==> config.mk <==
export PLATFORM = sky130hd
export DESIGN_NAME = ibus_rc_frame_decoder_top
export DESIGN_NICKNAME = d
export VERILOG_FILES = /design/src/design/ibrc_pkg.sv /design/src/design/ibrc_front.sv /design/src/design/ibrc_fifo.sv /design/src/design/ibrc_back.sv /design/src/design/ibus_rc_frame_decoder_top.sv
export VERILOG_INCLUDE_DIRS = /design/src /design/src/design
export SDC_FILE = /design/constraint.sdc
export NUM_CORES = 1
export LEC_CHECK = 0
export ABC_AREA = 1
export BUFFER_PORTS_ARGS = -buffer_cell sky130_fd_sc_hd__buf_2
export CORE_ASPECT_RATIO = 0.7
export CORE_MARGIN = 2
export CORE_UTILIZATION = 51
export DETAILED_ROUTE_END_ITERATION = 8
export GPL_ROUTABILITY_DRIVEN = 1
export PLACE_DENSITY = 0.68
export SLEW_MARGIN = 15
export SYNTH_ARGS = -nofsm -noshare
export SYNTH_HDL_FRONTEND = slang
export SYNTH_SLANG_ARGS = --single-unit
==> constraint.sdc <==
create_clock -name clock -period 21.7 [get_ports clock]
set_clock_uncertainty 0.1 [all_clocks]
set_input_delay 4.34 -clock clock [delete_from_list [all_inputs] [get_ports clock]]
set_output_delay 4.34 -clock clock [all_outputs]
set_load 0.1 [all_outputs]
==> src/design/ibus_rc_frame_decoder_top_defines.svh <==
// Assertion macros shared by the frame decoder files.
`ifndef IBUS_RC_FRAME_DECODER_TOP_DEFINES_SVH
`define IBUS_RC_FRAME_DECODER_TOP_DEFINES_SVH

`ifndef SYNTHESIS

`define IBRC_ASSERT(lbl, clk, rst, prop) \
   lbl: assert property (@(posedge clk) disable iff (rst) prop) \
      else $error("ibrc: assertion failed");

`define IBRC_ASSERT_NEXT(lbl, clk, rst, ante, cons) \
   lbl: assert property (@(posedge clk) disable iff (rst) (ante) |=> (cons)) \
      else $error("ibrc: assertion failed");

`else

`define IBRC_ASSERT(lbl, clk, rst, prop)
`define IBRC_ASSERT_NEXT(lbl, clk, rst, ante, cons)

`endif

`endif

==> src/design/ibrc_pkg.sv <==
package ibrc_pkg;

   localparam int NumChan   = 10;
   localparam int ChanBytes = 2 * NumChan;
   localparam int FrameLen  = 32;
   localparam int SumLowPos = 30;
   localparam int LastPos   = FrameLen - 1;
   localparam int PosW      = $clog2(FrameLen);
   localparam int ChanIdxW  = $clog2(ChanBytes);
   localparam int MidDepth  = 2;

   localparam logic [7:0]  HdrFirst  = 8'h20;
   localparam logic [7:0]  HdrSecond = 8'h40;
   localparam logic [15:0] SumStart  = 16'hFFFF;

   typedef logic [NumChan-1:0][15:0] chan_vec_type;

   // channel 9 first: 9..0
   localparam chan_vec_type ChanReset = {
      16'd1500, 16'd1500, 16'd1500, 16'd1500, 16'd1000,
      16'd1000, 16'd1500, 16'd1000, 16'd1500, 16'd1500
   };

   typedef enum logic [2:0] {
      CLASS_HUNT,
      CLASS_HDR2,
      CLASS_BODY,
      CLASS_SUM_LOW,
      CLASS_LAST
   } byte_class_type;

   typedef struct packed {
      logic         bad;
      chan_vec_type chan;
   } frame_entry_type;

endpackage

==> src/design/ibrc_front.sv <==
`include "ibus_rc_frame_decoder_top_defines.svh"

module ibrc_front (
   input  logic                     clock,
   input  logic                     reset,
   input  logic                     req_push,
   output logic                     req_full,
   input  logic [7:0]               req_rx_byte,
   input  logic                     q_full,
   output logic                     q_push,
   output ibrc_pkg::frame_entry_type q_data
);
   import ibrc_pkg::*;

   logic [PosW-1:0]     pos_ff, pos_in;
   logic [15:0]         sum_ff, sum_in;
   logic [7:0]          sum_low_ff, sum_low_in;
   logic [7:0]          chan_bytes_ff [ChanBytes];
   logic [ChanIdxW-1:0] chan_idx;
   logic                chan_we;
   logic                accept;
   logic [15:0]         got;
   byte_class_type      byte_class;

   always_comb begin
      priority if (pos_ff == PosW'(0)) begin
         byte_class = CLASS_HUNT;
      end else if (pos_ff == PosW'(1)) begin
         byte_class = CLASS_HDR2;
      end else if (pos_ff < PosW'(SumLowPos)) begin
         byte_class = CLASS_BODY;
      end else if (pos_ff == PosW'(SumLowPos)) begin
         byte_class = CLASS_SUM_LOW;
      end else begin
         byte_class = CLASS_LAST;
      end
   end

   // only the closing byte needs a queue slot
   assign req_full = (byte_class == CLASS_LAST) && q_full;
   assign accept   = req_push && !req_full;
   assign chan_idx = ChanIdxW'(pos_ff - PosW'(2));
   assign got      = {req_rx_byte, sum_low_ff};

   always_comb begin
      pos_in     = pos_ff;
      sum_in     = sum_ff;
      sum_low_in = sum_low_ff;
      chan_we    = 1'b0;
      q_push     = 1'b0;
      if (accept) begin
         unique case (byte_class)
            CLASS_HUNT: begin
               if (req_rx_byte == HdrFirst) begin
                  sum_in = SumStart - 16'(req_rx_byte);
                  pos_in = PosW'(1);
               end
            end
            CLASS_HDR2: begin
               if (req_rx_byte != HdrSecond) begin
                  pos_in = '0;
               end else begin
                  sum_in = sum_ff - 16'(req_rx_byte);
                  pos_in = pos_ff + PosW'(1);
               end
            end
            CLASS_BODY: begin
               chan_we = (chan_idx < ChanIdxW'(ChanBytes));
               sum_in  = sum_ff - 16'(req_rx_byte);
               pos_in  = pos_ff + PosW'(1);
            end
            CLASS_SUM_LOW: begin
               sum_low_in = req_rx_byte;
               pos_in     = pos_ff + PosW'(1);
            end
            CLASS_LAST: begin
               q_push = 1'b1;
               pos_in = '0;
               sum_in = SumStart;
            end
            default: begin
               pos_in = '0;
            end
         endcase
      end
   end

   always_comb begin
      q_data.bad = (got != sum_ff);
      for (int i = 0; i < NumChan; i++) begin
         q_data.chan[i] = {chan_bytes_ff[2*i+1], chan_bytes_ff[2*i]};
      end
   end

   always_ff @(posedge clock) begin
      if (reset) begin
         pos_ff <= '0;
         sum_ff <= SumStart;
      end else begin
         pos_ff <= pos_in;
         sum_ff <= sum_in;
      end
      sum_low_ff <= sum_low_in;
      if (chan_we) begin
         chan_bytes_ff[chan_idx] <= req_rx_byte;
      end
   end

   `IBRC_ASSERT(a_full_on_last, clock, reset, req_full |-> (pos_ff == PosW'(LastPos)))
   `IBRC_ASSERT_NEXT(a_frame_wrap, clock, reset, q_push, (pos_ff == '0) && (sum_ff == SumStart))
   `IBRC_ASSERT_NEXT(a_hunt_noise, clock, reset,
      accept && (pos_ff == '0) && (req_rx_byte != HdrFirst), pos_ff == '0)

endmodule

==> src/design/ibrc_fifo.sv <==
`include "ibus_rc_frame_decoder_top_defines.svh"

module ibrc_fifo #(
   parameter int Width = 8,
   parameter int Depth = 2
) (
   input  logic             clock,
   input  logic             reset,
   input  logic             push,
   input  logic [Width-1:0] push_data,
   output logic             full,
   input  logic             pop,
   output logic [Width-1:0] pop_data,
   output logic             empty
);
   localparam int PtrW = $clog2(Depth);
   localparam int CntW = $clog2(Depth + 1);

   logic [Width-1:0] mem_ff [Depth];
   logic [PtrW-1:0]  wr_ptr_ff, wr_ptr_in;
   logic [PtrW-1:0]  rd_ptr_ff, rd_ptr_in;
   logic [CntW-1:0]  count_ff, count_in;
   logic             do_push, do_pop;

   assign full     = (count_ff == CntW'(Depth));
   assign empty    = (count_ff == '0);
   assign do_push  = push && !full;
   assign do_pop   = pop && !empty;
   assign pop_data = mem_ff[rd_ptr_ff];

   always_comb begin
      wr_ptr_in = wr_ptr_ff;
      rd_ptr_in = rd_ptr_ff;
      count_in  = count_ff;
      if (do_push) begin
         wr_ptr_in = (wr_ptr_ff == PtrW'(Depth - 1)) ? '0 : wr_ptr_ff + PtrW'(1);
      end
      if (do_pop) begin
         rd_ptr_in = (rd_ptr_ff == PtrW'(Depth - 1)) ? '0 : rd_ptr_ff + PtrW'(1);
      end
      if (do_push && !do_pop) begin
         count_in = count_ff + CntW'(1);
      end else if (do_pop && !do_push) begin
         count_in = count_ff - CntW'(1);
      end
   end

   always_ff @(posedge clock) begin
      if (reset) begin
         wr_ptr_ff <= '0;
         rd_ptr_ff <= '0;
         count_ff  <= '0;
      end else begin
         wr_ptr_ff <= wr_ptr_in;
         rd_ptr_ff <= rd_ptr_in;
         count_ff  <= count_in;
      end
      if (do_push) begin
         mem_ff[wr_ptr_ff] <= push_data;
      end
   end

   `IBRC_ASSERT(a_count_bound, clock, reset, count_ff <= CntW'(Depth))

endmodule

==> src/design/ibrc_back.sv <==
`include "ibus_rc_frame_decoder_top_defines.svh"

module ibrc_back (
   input  logic                      clock,
   input  logic                      reset,
   input  logic                      q_empty,
   input  ibrc_pkg::frame_entry_type q_data,
   output logic                      q_pop,
   output logic                      rsp_empty,
   input  logic                      rsp_pop,
   output logic                      rsp_frame_status,
   output ibrc_pkg::chan_vec_type    rsp_chan
);
   import ibrc_pkg::*;

   chan_vec_type held_ff, held_in;
   chan_vec_type out_chan_ff, out_chan_in;
   logic         out_valid_ff, out_valid_in;
   logic         out_status_ff, out_status_in;

   // take a frame when the result slot is free or drains this cycle
   assign q_pop = !q_empty && (!out_valid_ff || rsp_pop);

   always_comb begin
      held_in       = held_ff;
      out_chan_in   = out_chan_ff;
      out_status_in = out_status_ff;
      out_valid_in  = out_valid_ff && !rsp_pop;
      if (q_pop) begin
         out_valid_in  = 1'b1;
         out_status_in = q_data.bad;
         if (!q_data.bad) begin
            held_in     = q_data.chan;
            out_chan_in = q_data.chan;
         end else begin
            out_chan_in = held_ff;
         end
      end
   end

   always_ff @(posedge clock) begin
      if (reset) begin
         held_ff      <= ChanReset;
         out_valid_ff <= 1'b0;
      end else begin
         held_ff      <= held_in;
         out_valid_ff <= out_valid_in;
      end
      out_chan_ff   <= out_chan_in;
      out_status_ff <= out_status_in;
   end

   assign rsp_empty        = !out_valid_ff;
   assign rsp_frame_status = out_status_ff;
   assign rsp_chan         = out_chan_ff;

   // a waiting result always shows the channels as held after its frame
   `IBRC_ASSERT(a_out_matches_held, clock, reset, out_valid_ff |-> (out_chan_ff == held_ff))

endmodule

==> src/design/ibus_rc_frame_decoder_top.sv <==
// iBUS frame decoder. Feed one received serial byte per beat on req_*; the
// block takes a byte every cycle while req_full is low. req_full rises only
// while the closing byte of a frame is due and the frame queue (FrameQueueDepth
// entries, default two) between the byte framer and the result stage is full.
// Each completed 32-byte frame gives one result beat on rsp_*, via the frame
// queue and then the result register: frame_status 0 when the checksum
// matched and the ten channels were updated, 1 when it failed and the held
// channels are repeated. Channels come up at their failsafe values after reset.
module ibus_rc_frame_decoder_top #(
   parameter int FrameQueueDepth = ibrc_pkg::MidDepth
) (
   input  logic        clock,
   input  logic        reset,
   input  logic        req_push,
   output logic        req_full,
   input  logic [7:0]  req_rx_byte,
   output logic        rsp_empty,
   input  logic        rsp_pop,
   output logic        rsp_frame_status,
   output logic [15:0] rsp_chan0,
   output logic [15:0] rsp_chan1,
   output logic [15:0] rsp_chan2,
   output logic [15:0] rsp_chan3,
   output logic [15:0] rsp_chan4,
   output logic [15:0] rsp_chan5,
   output logic [15:0] rsp_chan6,
   output logic [15:0] rsp_chan7,
   output logic [15:0] rsp_chan8,
   output logic [15:0] rsp_chan9
);
   import ibrc_pkg::*;

   localparam int EntryW = $bits(frame_entry_type);

   logic            fq_push, fq_full, fq_pop, fq_empty;
   frame_entry_type fq_in, fq_out;
   logic [EntryW-1:0] fq_out_bits;
   chan_vec_type    chan;

   ibrc_front u_front (
      .clock       (clock),
      .reset       (reset),
      .req_push    (req_push),
      .req_full    (req_full),
      .req_rx_byte (req_rx_byte),
      .q_full      (fq_full),
      .q_push      (fq_push),
      .q_data      (fq_in)
   );

   ibrc_fifo #(
      .Width (EntryW),
      .Depth (FrameQueueDepth)
   ) u_fifo (
      .clock     (clock),
      .reset     (reset),
      .push      (fq_push),
      .push_data (fq_in),
      .full      (fq_full),
      .pop       (fq_pop),
      .pop_data  (fq_out_bits),
      .empty     (fq_empty)
   );

   assign fq_out = frame_entry_type'(fq_out_bits);

   ibrc_back u_back (
      .clock            (clock),
      .reset            (reset),
      .q_empty          (fq_empty),
      .q_data           (fq_out),
      .q_pop            (fq_pop),
      .rsp_empty        (rsp_empty),
      .rsp_pop          (rsp_pop),
      .rsp_frame_status (rsp_frame_status),
      .rsp_chan         (chan)
   );

   assign rsp_chan0 = chan[0];
   assign rsp_chan1 = chan[1];
   assign rsp_chan2 = chan[2];
   assign rsp_chan3 = chan[3];
   assign rsp_chan4 = chan[4];
   assign rsp_chan5 = chan[5];
   assign rsp_chan6 = chan[6];
   assign rsp_chan7 = chan[7];
   assign rsp_chan8 = chan[8];
   assign rsp_chan9 = chan[9];

endmodule
* Yosys cells after proc, flatten, opt, wreduce, memory -nomap -nowiden
Memory sizes are Yosys's and may differ from the RTL's. A register that Yosys moved wholly into a read port is not among the register bits. Index checks and enable logic that the tools add are counted.
Operators by class: add/subtract/negate cells 8, magnitude comparators 2, equality and inequality tests 12, mux-type cells 26, reductions and logical operators 25
Operators with widths (number):
- 160-bit two-way mux | 1
- 16-bit case mux with 4 select lines | 1
- 16-bit two-way mux | 2
- 16-bit != test | 1
- 16-bit by 8-bit subtractor with 16-bit output | 1
- 5-bit case mux with 3 select lines | 1
- 1-bit two-way mux | 13
- 3-bit two-way mux | 4
- 5-bit < comparator (second input constant) | 2
- 5-bit two-way mux | 2
- 1-bit by 9-bit subtractor with 10-bit output (first input constant) | 1
- 8-bit by 6-bit equality test with 1-bit output (second input constant) | 1
- 1-bit logical AND | 8
- 8-bit by 7-bit != test with 1-bit output (second input constant) | 1
- 1-bit zero test | 7
- 3-bit by 2-bit equality test with 1-bit output (second input constant) | 2
- 5-bit by 1-bit adder with 5-bit output (second input constant) | 1
- 5-bit by 1-bit equality test with 1-bit output (second input constant) | 1
- 5-bit equality test (second input constant) | 1
- 5-bit zero test | 1
- 5-bit by 2-bit subtractor with 5-bit output (second input constant) | 1
- 2-bit two-way mux | 2
- 2-bit AND reduction | 2
- 4-bit AND reduction | 1
- other kinds (14) | 15
Storage, ports and cells: register bits after elaboration 355, RAM bits 482, bits of input ports 12, output and inout bits 163, logic and storage cells 103, memories 2
Memory list:
- u_fifo.mem_ff | words 2, width 161, rd ports 1, clocked after memory_dff 1, write ports 1, RTL line ibrc_fifo.sv:19 | logic [Width-1:0] mem_ff [Depth];
- u_front.chan_bytes_ff | words 20, width 8, rd ports 20, clocked after memory_dff 0, write ports 1, RTL line ibrc_front.sv:18 | logic [7:0] chan_bytes_ff [ChanBytes];

* Logic depth before layout (Yosys ltp)
Gate-level depths: netlist of the first run.
word-level depth 15, mapped depth 13, mapped depth without buffers 13

* Modules after synthesis
Synthesis of the first run repeated with hierarchy kept, for this count alone.
Unflattened totals: cell total of the unflattened synthesis 2831, area, all modules 33110.5 um^2
By module, submodules not included:
- ibrc_back | times used 1, cells an instance 1750, area each 13640.6 um^2, seq. area each 8057.7 um^2
- ibrc_fifo | times used 1, cells an instance 538, area each 12221.7 um^2, seq. area each 9769.4 um^2
- ibrc_front | times used 1, cells an instance 543, area each 7248.2 um^2, seq. area each 5465.2 um^2

* Worst setup path before layout of the first run
Ideal clock, no wire load.
kind input port to flip-flop, start input req_push, end memory u_fifo.mem_ff[1][0] in the netlist's numbering, enable pin, library setup time 687 ps, arrival time 11410 ps, required time 20913 ps, setup slack 9503 ps, cell stages on the path 4, buffers on the path 0, cell sequence nand2_2 -> nor2_1 -> inv_1 -> nor2_1
On the way: longest elaborated chain between the ends 5
RTL lines:
- start, declared | RTL line ibus_rc_frame_decoder_top.sv:14 | input logic req_push,
- 1-bit logical AND | RTL line ibrc_front.sv:41 | assign accept = req_push && !req_full;
- 1-bit two-way mux | RTL line ibrc_front.sv:51 | if (accept) begin
- 1-bit logical AND | RTL line ibrc_fifo.sv:27 | assign do_push = push && !full;
- named net u_fifo.do_push | RTL line ibrc_fifo.sv:23 | logic do_push, do_pop;
- 1-bit two-way mux | RTL line ibrc_fifo.sv:58 | if (do_push) begin
- 1-bit two-way mux (not written as such) | RTL line ibrc_fifo.sv:59 | mem_ff[wr_ptr_ff] <= push_data;
- end, declared | RTL line ibrc_fifo.sv:19
The timed path passes the listed nets, and every way through them passes these cells.

* Worst setup path after layout of the first run
start input req_push, end memory u_fifo.mem_ff[1][82] in the netlist's numbering, enable pin
Same word-level chain as after synthesis.

==> impl_results.md, run 1 <==
* Status: finished, final reports clean
* MaxCap Viol Count at 0
* Synth cell types at 42
* CTS Sinks at 838
* # IOs at approximately 180
* Period Utilization, post-route at 0.338
* WP data required at 21.82 ns
* Core area at 0.0614 mm^2
* Commonest non-fill, non-tap cell in the layout: edfxtp_1
* GPL Wtd Cong at about 0.85
* Max Root-Sink Buffers at 3
* Commonest cells after routing, fill and taps aside: 651 x edfxtp_1, 522 x nand2_1, 325 x inv_1
* Mux share of post-synthesis cell area at 0.0239
* Min Tclk post-route at 7.33 ns
* Cell count after placement at 3406
* Slew Limit Headroom at 0.239
* Area delta synth->final at 12.7%
* Row count at 76
* Arrival time worst endpoint at 7.45 ns
* Final nets at 2696
* Count of non-filler cells in the finished layout at between 3000 and 4000
* Total Wirelength at 64800 um
* Main combinational cell family by area after synthesis: compound AO/OA/AOI/OAI gates
* Slew Limit Fails at 0
* TNS Setup at 0 ns
* Critical Path Fanout Max at 76
* Later-pin clock latency in the skew report at 0.61 ns
* Hold bufs inserted after CTS at 0
* H-tree lvl count at 3
* Port bufs at ~170
* Via-to-Cell Ratio at around 5.3
* Post-synthesis xor/xnor area fraction at 0.00633
* # fillers at 4839
* Met1 WL at 28300 um
* R2r endpoint: u_back.held_ff[129]
* DIE WIDTH at 302 um
* Mean post-synth cell area at 12.6 um^2
* Worst reg-to-reg path cell count at 9
* Antenna cells at 0
* Kind of critical path: input port to flop
* R2r setup slk at around 17 ns
* Largest net degree at the start of global routing at 174
* Cells after synthesis at between 2000 and 3000
* Slew @ Worst Pin at 1.14 ns
* CTS tree: yes
* HP Start: u_front.chan_bytes_ff[1][3]
* Post-synthesis compound-gate area fraction at 0.0854
* Metal2 WL at around 31000 um
* Worst Setup EP: u_fifo.mem_ff[1][82]
* DR vias at 18702
* Final Setup Violations at 0
* Post-synthesis async set-or-reset flop share at 0
* First-pass GRT wire length at 98800 um
* Post-Synthesis Cell Area at approximately 0.032 mm^2
* Initial antenna violation count at 0
* First-pass DRT Iterations at 5
* Root Buffer: clkbuf_16
* Simple-Gate Fraction of Synth Area at 0.0822
* Post-CTS setup buffers at 0
* Post-synth EDFFs at 651
* Multi-input logic area at roughly 0.0065 mm^2
* Crit path from: req_push
* DRC at 0
* Synth area leaders: edfxtp_1 62%, dfxtp_1 12%, nand2_1 6.2%
* DR WL met3 at 4120 um
* Clock slew at reported path FFs at 0.06 ns
* CTS resizes at 0
* Area leader, netlist: edfxtp_1
* Post-route antenna net violation count at 0
* Die area at 0.0641 mm^2
* Main flop type after synthesis: edfxtp_1
* Final hold violation count at 0
* Die H at 212 um
* FF/Latch Area at between 0.02 and 0.025 mm^2
* Sequential fraction of the synthesis area at 0.736
* Num CTS Buffers at 78
* Post-synthesis adder-cell area fraction at 0.00657
* HP Class: flop to flop
* Vias in the first global route at 18025
* GRT Resource Usage Total at 0.201
* CP startpoint kind: input port
* Starting Density at 0.515
* Synth top area share at 0.618
* Fmax at ~140 MHz
* Highest metal used: met4
* Unrepaired setup endpoints after global routing: no
* Drt wl/cell at 18.3 um
* Overflow after GRT at 0
* Warnings, synthesis at 0
* Initial DRC Count at 1816
* Crit. End Element: flop
* Post-synth net total at 2546
* Share of cells above drive strength 1 at 0.150
* Flop and latch count out of synthesis at ~840
* HPWL Detailed at 38300 um
## how the worst min path moves through the flow
stage / to / slack [ns] / cells after the start
after floorplan: u_fifo.mem_ff[0][0] / 0.32 / 0
after global placement: u_fifo.mem_ff[1][12] / 0.32 / 0
after detailed placement: u_fifo.mem_ff[1][9] / 0.33 / 0
after CTS: u_fifo.mem_ff[0][0] / 0.33 / 0
after global routing: u_fifo.mem_ff[0][1] / 0.34 / 0
final: u_fifo.mem_ff[0][11] / 0.33 / 0
## logic make-up (layout without fill, tap and decap cells)
group,after synthesis,in the layout
fa+ha+maj,16,16
mux,67,67
simple gates,639,639
flops,838,838
compound gates,483,483
xor+xnor,22,22
buf+inv,453,666
## cells in the mapped netlist, types with 2 or more instances
library cell / count
xnor2_1: 3
nand3b_1: 4
mux2_2: 67
nand2_2: 7
nand4_1: 7
nand2_4: 2
ha_1: 15
inv_2: 7
xor2_1: 18
inv_1: 326
buf_4: 27
edfxtp_1: 651
or2_2: 2
buf_2: 40
o21ai_1: 128
nand2_1: 522
a21oi_4: 2
clkbuf_1: 44
o211ai_2: 2
nor2_4: 3
o211ai_1: 93
o21ai_2: 2
nor4_1: 3
nand3_2: 3
nor2_1: 49
buf_6: 3
a21oi_1: 185
o21ai_0: 69
buf_1: 5
nand3_1: 31
dfxtp_1: 187
## metrics by stage
stage               instance area, um^2  hold WS (ns)   util  setup WS [ns]
finish                            35700         0.329  0.581          14.37
global route                      35700         0.343  0.581          14.19
CTS                               35600         0.330  0.580          14.42
detailed placement                33100         0.330  0.539          13.76
global placement                  33100         0.322  0.539          13.77
floorplan                         31600         0.321      -           9.50
## worst max-delay path, cell delays in order
cell	delay, ns
buf_2	0.12
nand2_2	0.12
nor2_1	0.23
inv_1	0.15
nor2_4	0.50
buf_4	0.90
buf_4	0.90
## final cells by class
class / count / share of cell area
tap: 819 / 0.0287
sequential: 838 / 0.653
timing repair buffer: 190 / 0.0292
inverter: 333 / 0.0353
multi-input combinational: 1227 / 0.182
clock buffer: 103 / 0.0603
clock inverter: 40 / 0.0110
## sequential cells by signal, summed over array words and instances, names as in the netlist, named ones only
signal / count
u_fifo.wr_ptr_ff: 1
u_front.pos_ff: 5
u_front.sum_ff: 16
u_back.held_ff: 160
u_back.rsp_frame_status: 1
u_front.sum_low_ff: 8
u_fifo.count_ff: 2
u_front.chan_bytes_ff: 160
u_back.rsp_chan: 160
u_back.out_valid_ff: 1
u_fifo.rd_ptr_ff: 1
u_fifo.mem_ff: 322
## layer usage
metal  vias up  GRT usage
met3       116     0.0396
met1      9064      0.277
met2       591      0.324
met4         0     0.0599
li1       8931          -
met5         -          0
Power of run 1 is left out: the tool's default activity adds up to more than one toggle a clock period on the data nets, which glitch-free logic cannot reach.
==> run 2: changes to the inputs <==
ABC_AREA = 0   (was 1)
PLACE_DENSITY = 0.71   (was 0.68)
clock period = 6.5 ns   (was 21.7 ns; I/O delays follow)
==> impl_results.md, run 2 <==
* Post-route antenna net violation count at 0 (unchanged)
* Port bufs at 174 (unchanged)
* Post-synthesis async set-or-reset flop share at 0 (unchanged)
* DR vias at 16223 (-13%)
* Final hold violation count at 0 (unchanged)
* Synth area leaders: edfxtp_1 64%, dfxtp_1 12%, mux2i_1 8.3%
* Initial DRC Count at 1237 (-32%)
* # fillers at 4458 (-7.9%)
* Design area at 0.0351 mm^2 (-1.5%)
* Multi-input logic area at 0.00685 mm^2 (+5.4%)
* Later-pin clock latency in the skew report at 0.61 ns (about the same)
* Hold bufs inserted after CTS at 0 (unchanged)
* Overflow after GRT at 0 (unchanged)
* CP startpoint kind: flop
* GRT Resource Usage Total at 0.187 (-0.0132)
* LEAKAGE at 11.0 nW
* Main flop type after synthesis: edfxtp_1
* Clock slew at reported path FFs at 0.06 ns (about the same)
* Synth cell types at 51 (+21%)
* Kind of critical path: flop to primary output
* TNS Setup at 0 ns (unchanged)
* Max reg flops at 322 (unchanged)
* Commonest cells after routing, fill and taps aside: 651 x edfxtp_1, 253 x mux2i_1, 186 x dfxtp_1
* Largest net degree at the start of global routing at 190 (+9.2%)
* Unrepaired setup endpoints after global routing: no
* Row count at 75 (-1.3%)
* Area leader, netlist: edfxtp_1
* # IOs at 175 (unchanged)
* First-pass GRT wire length at 89200 um (-9.7%)
* HPWL Detailed at 33900 um (-12%)
* Antenna cells at 0 (unchanged)
* WP data required at 5.10 ns (-16.72 ns)
* Slew @ Worst Pin at 1.20 ns (+0.0559 ns)
* Arrival time worst endpoint at 2.40 ns (-5.05 ns)
* Die area at 0.0619 mm^2 (-3.4%)
* FF/Latch Area at 0.0233 mm^2 (unchanged)
* Slowest stage cell on the critical path: dfxtp_1
* CTS Sinks at 838 (unchanged)
* Final Setup Violations at 0 (unchanged)
* MaxCap Viol Count at 0 (unchanged)
* DIE WIDTH at 297 um (-1.7%)
* Fmax at 263 MHz
* Vias in the first global route at 15902 (-12%)
* First-pass DRT Iterations at 5 (unchanged)
* Root Buffer: clkbuf_16
* Post-DP Area at 0.0323 mm^2 (-2.5%)
* VDD IR max at 0.177 mV
* Period Utilization, post-route at 0.584
* Top reg by flops: u_fifo.mem_ff
* Most common cell in the synthesized netlist: edfxtp_1
* CTS tree: yes
* Slew Limit Fails at 0 (unchanged)
* Critical Path Fanout Max at 9 (-88%)
* Crit. End Element: primary output
* Cell count after placement at 2878 (-16%)
* Warnings, synthesis at 0 (unchanged)
* Post-CTS setup buffers at 0 (unchanged)
* GPL Wtd Cong at 0.739 (-13%)
* Initial antenna violation count at 1 (+1)
* Via-to-Cell Ratio at 5.36 (+1.7%)
* Post-synth net total at 2011 (-21%)
* Die H at 209 um (-1.7%)
* Core area at 0.0596 mm^2 (-3.0%)
* Post-layout util at 0.589 (+0.00888)
* Pwr dens at 306 mW/mm^2
* Flop and latch count out of synthesis at 838 (unchanged)
* H-tree lvl count at 3 (unchanged)
* Final nets at 2180 (-19%)
* Post-Synthesis Cell Area at 0.0305 mm^2 (-3.4%)
* Most frequent cells after synthesis: 651 x edfxtp_1, 253 x mux2i_1, 187 x dfxtp_1
* Starting Density at 0.513 (-0.00230)
* Synth top area share at 0.640 (+0.0220)
* Count of non-filler cells in the finished layout at 3027 (-15%)
* Num CTS Buffers at 79 (+1.3%)
* Total Wirelength at 58400 um (-9.9%)
* Area delta synth->final at 15.0%
* Share of cells above drive strength 1 at 0.146 (-0.00412)
* DRC at 0 (unchanged)
* Commonest non-fill, non-tap cell in the layout: edfxtp_1
* Sequential fraction of the synthesis area at 0.763 (+0.0262)
* Drt wl/cell at 19.3 um (+5.7%)
* Status: finished, final reports clean
* Min Tclk post-route at 3.80 ns
* CTS resizes at 0 (unchanged)
* Max Root-Sink Buffers at 3 (unchanged)
* HP Class: flop to flop
* Cell Chain, Critical Path: ha_1 > nand4_1 > nor2_1 > buf_2
* Min Hold Slack at 0.332 ns (+0.00353 ns)
* Mean post-synth cell area at 15.4 um^2 (+23%)
* Slew Limit Headroom at 0.199 (-0.0402)
* CP max stage delay at 0.51 ns (-0.39 ns)
* Post-synth EDFFs at 651 (unchanged)
* Cells after synthesis at 1983 (-21%)
run 2: logic make-up (layout without fill, tap and decap cells):
kind of cell    count (synthesis)  count (layout)  share of synthesized area
buf+inv                       116             352                     0.0146
mux                           254             254                     0.0833
flops                         838             838                      0.763
xor+xnor                       31              31                    0.00889
fa+ha+maj                      16              16                    0.00680
simple gates                  448             448                     0.0666
compound gates                280             280                     0.0573
run 2: worst paths after layout:
path	from	to	slack [ns]	depth (start not counted)
worst max-delay path	u_front.pos_ff[2]	req_full	2.70	4
worst min register to register	u_front.chan_bytes_ff[18][6]	u_fifo.mem_ff[1][150]	0.33	0
worst max register to register	flop	u_back.held_ff[94]	3.15	6
worst min-delay path	u_front.chan_bytes_ff[18][6]	u_fifo.mem_ff[1][150]	0.33	0
run 2: where the power goes:
group          internal [mW]  leakage, nW  switching [mW]
registers               5.71         7.37        0.000229
clock network           3.02         1.38            1.93
logic                 0.0147         2.25          0.0665
total                   8.75         11.0            2.00
run 2: final cells by class:
| cell class | instances | area share |
|---|---|---|
| repair buffers | 189 | 0.0305 |
| multi-input cells | 1029 | 0.195 |
| inverters | 15 | 0.00182 |
| clock inverters | 43 | 0.0183 |
| clock buffers | 105 | 0.0623 |
| flip-flops and latches | 838 | 0.663 |
| well taps | 808 | 0.0288 |
run 2: per-stage QoR:
stage	setup WS (ns)	total power, mW
floorplan	0.225	5.86
global placement	2.36	5.90
detailed placement	2.29	5.91
CTS	2.68	10.8
global route	2.59	11.0
finish	2.70	10.7
run 2: critical path, delay by kind of cell (launching register included):
family,cells,cell delay (ns)
adders and majority gates,1,0.33
buffers and inverters,1,0.49
DFF,1,0.51
and+or+nand+nor,2,0.46
run 2: layer usage:
layer  global-route usage  share of wire  up-vias
met5                    0        0.00022        -
met4               0.0549          0.022        2
met3               0.0379          0.052      100
met2                0.299           0.48      416
met1                0.262           0.45     8045
li1                     -              -     7660
No activity file was read; power rests on OpenSTA's default activity.
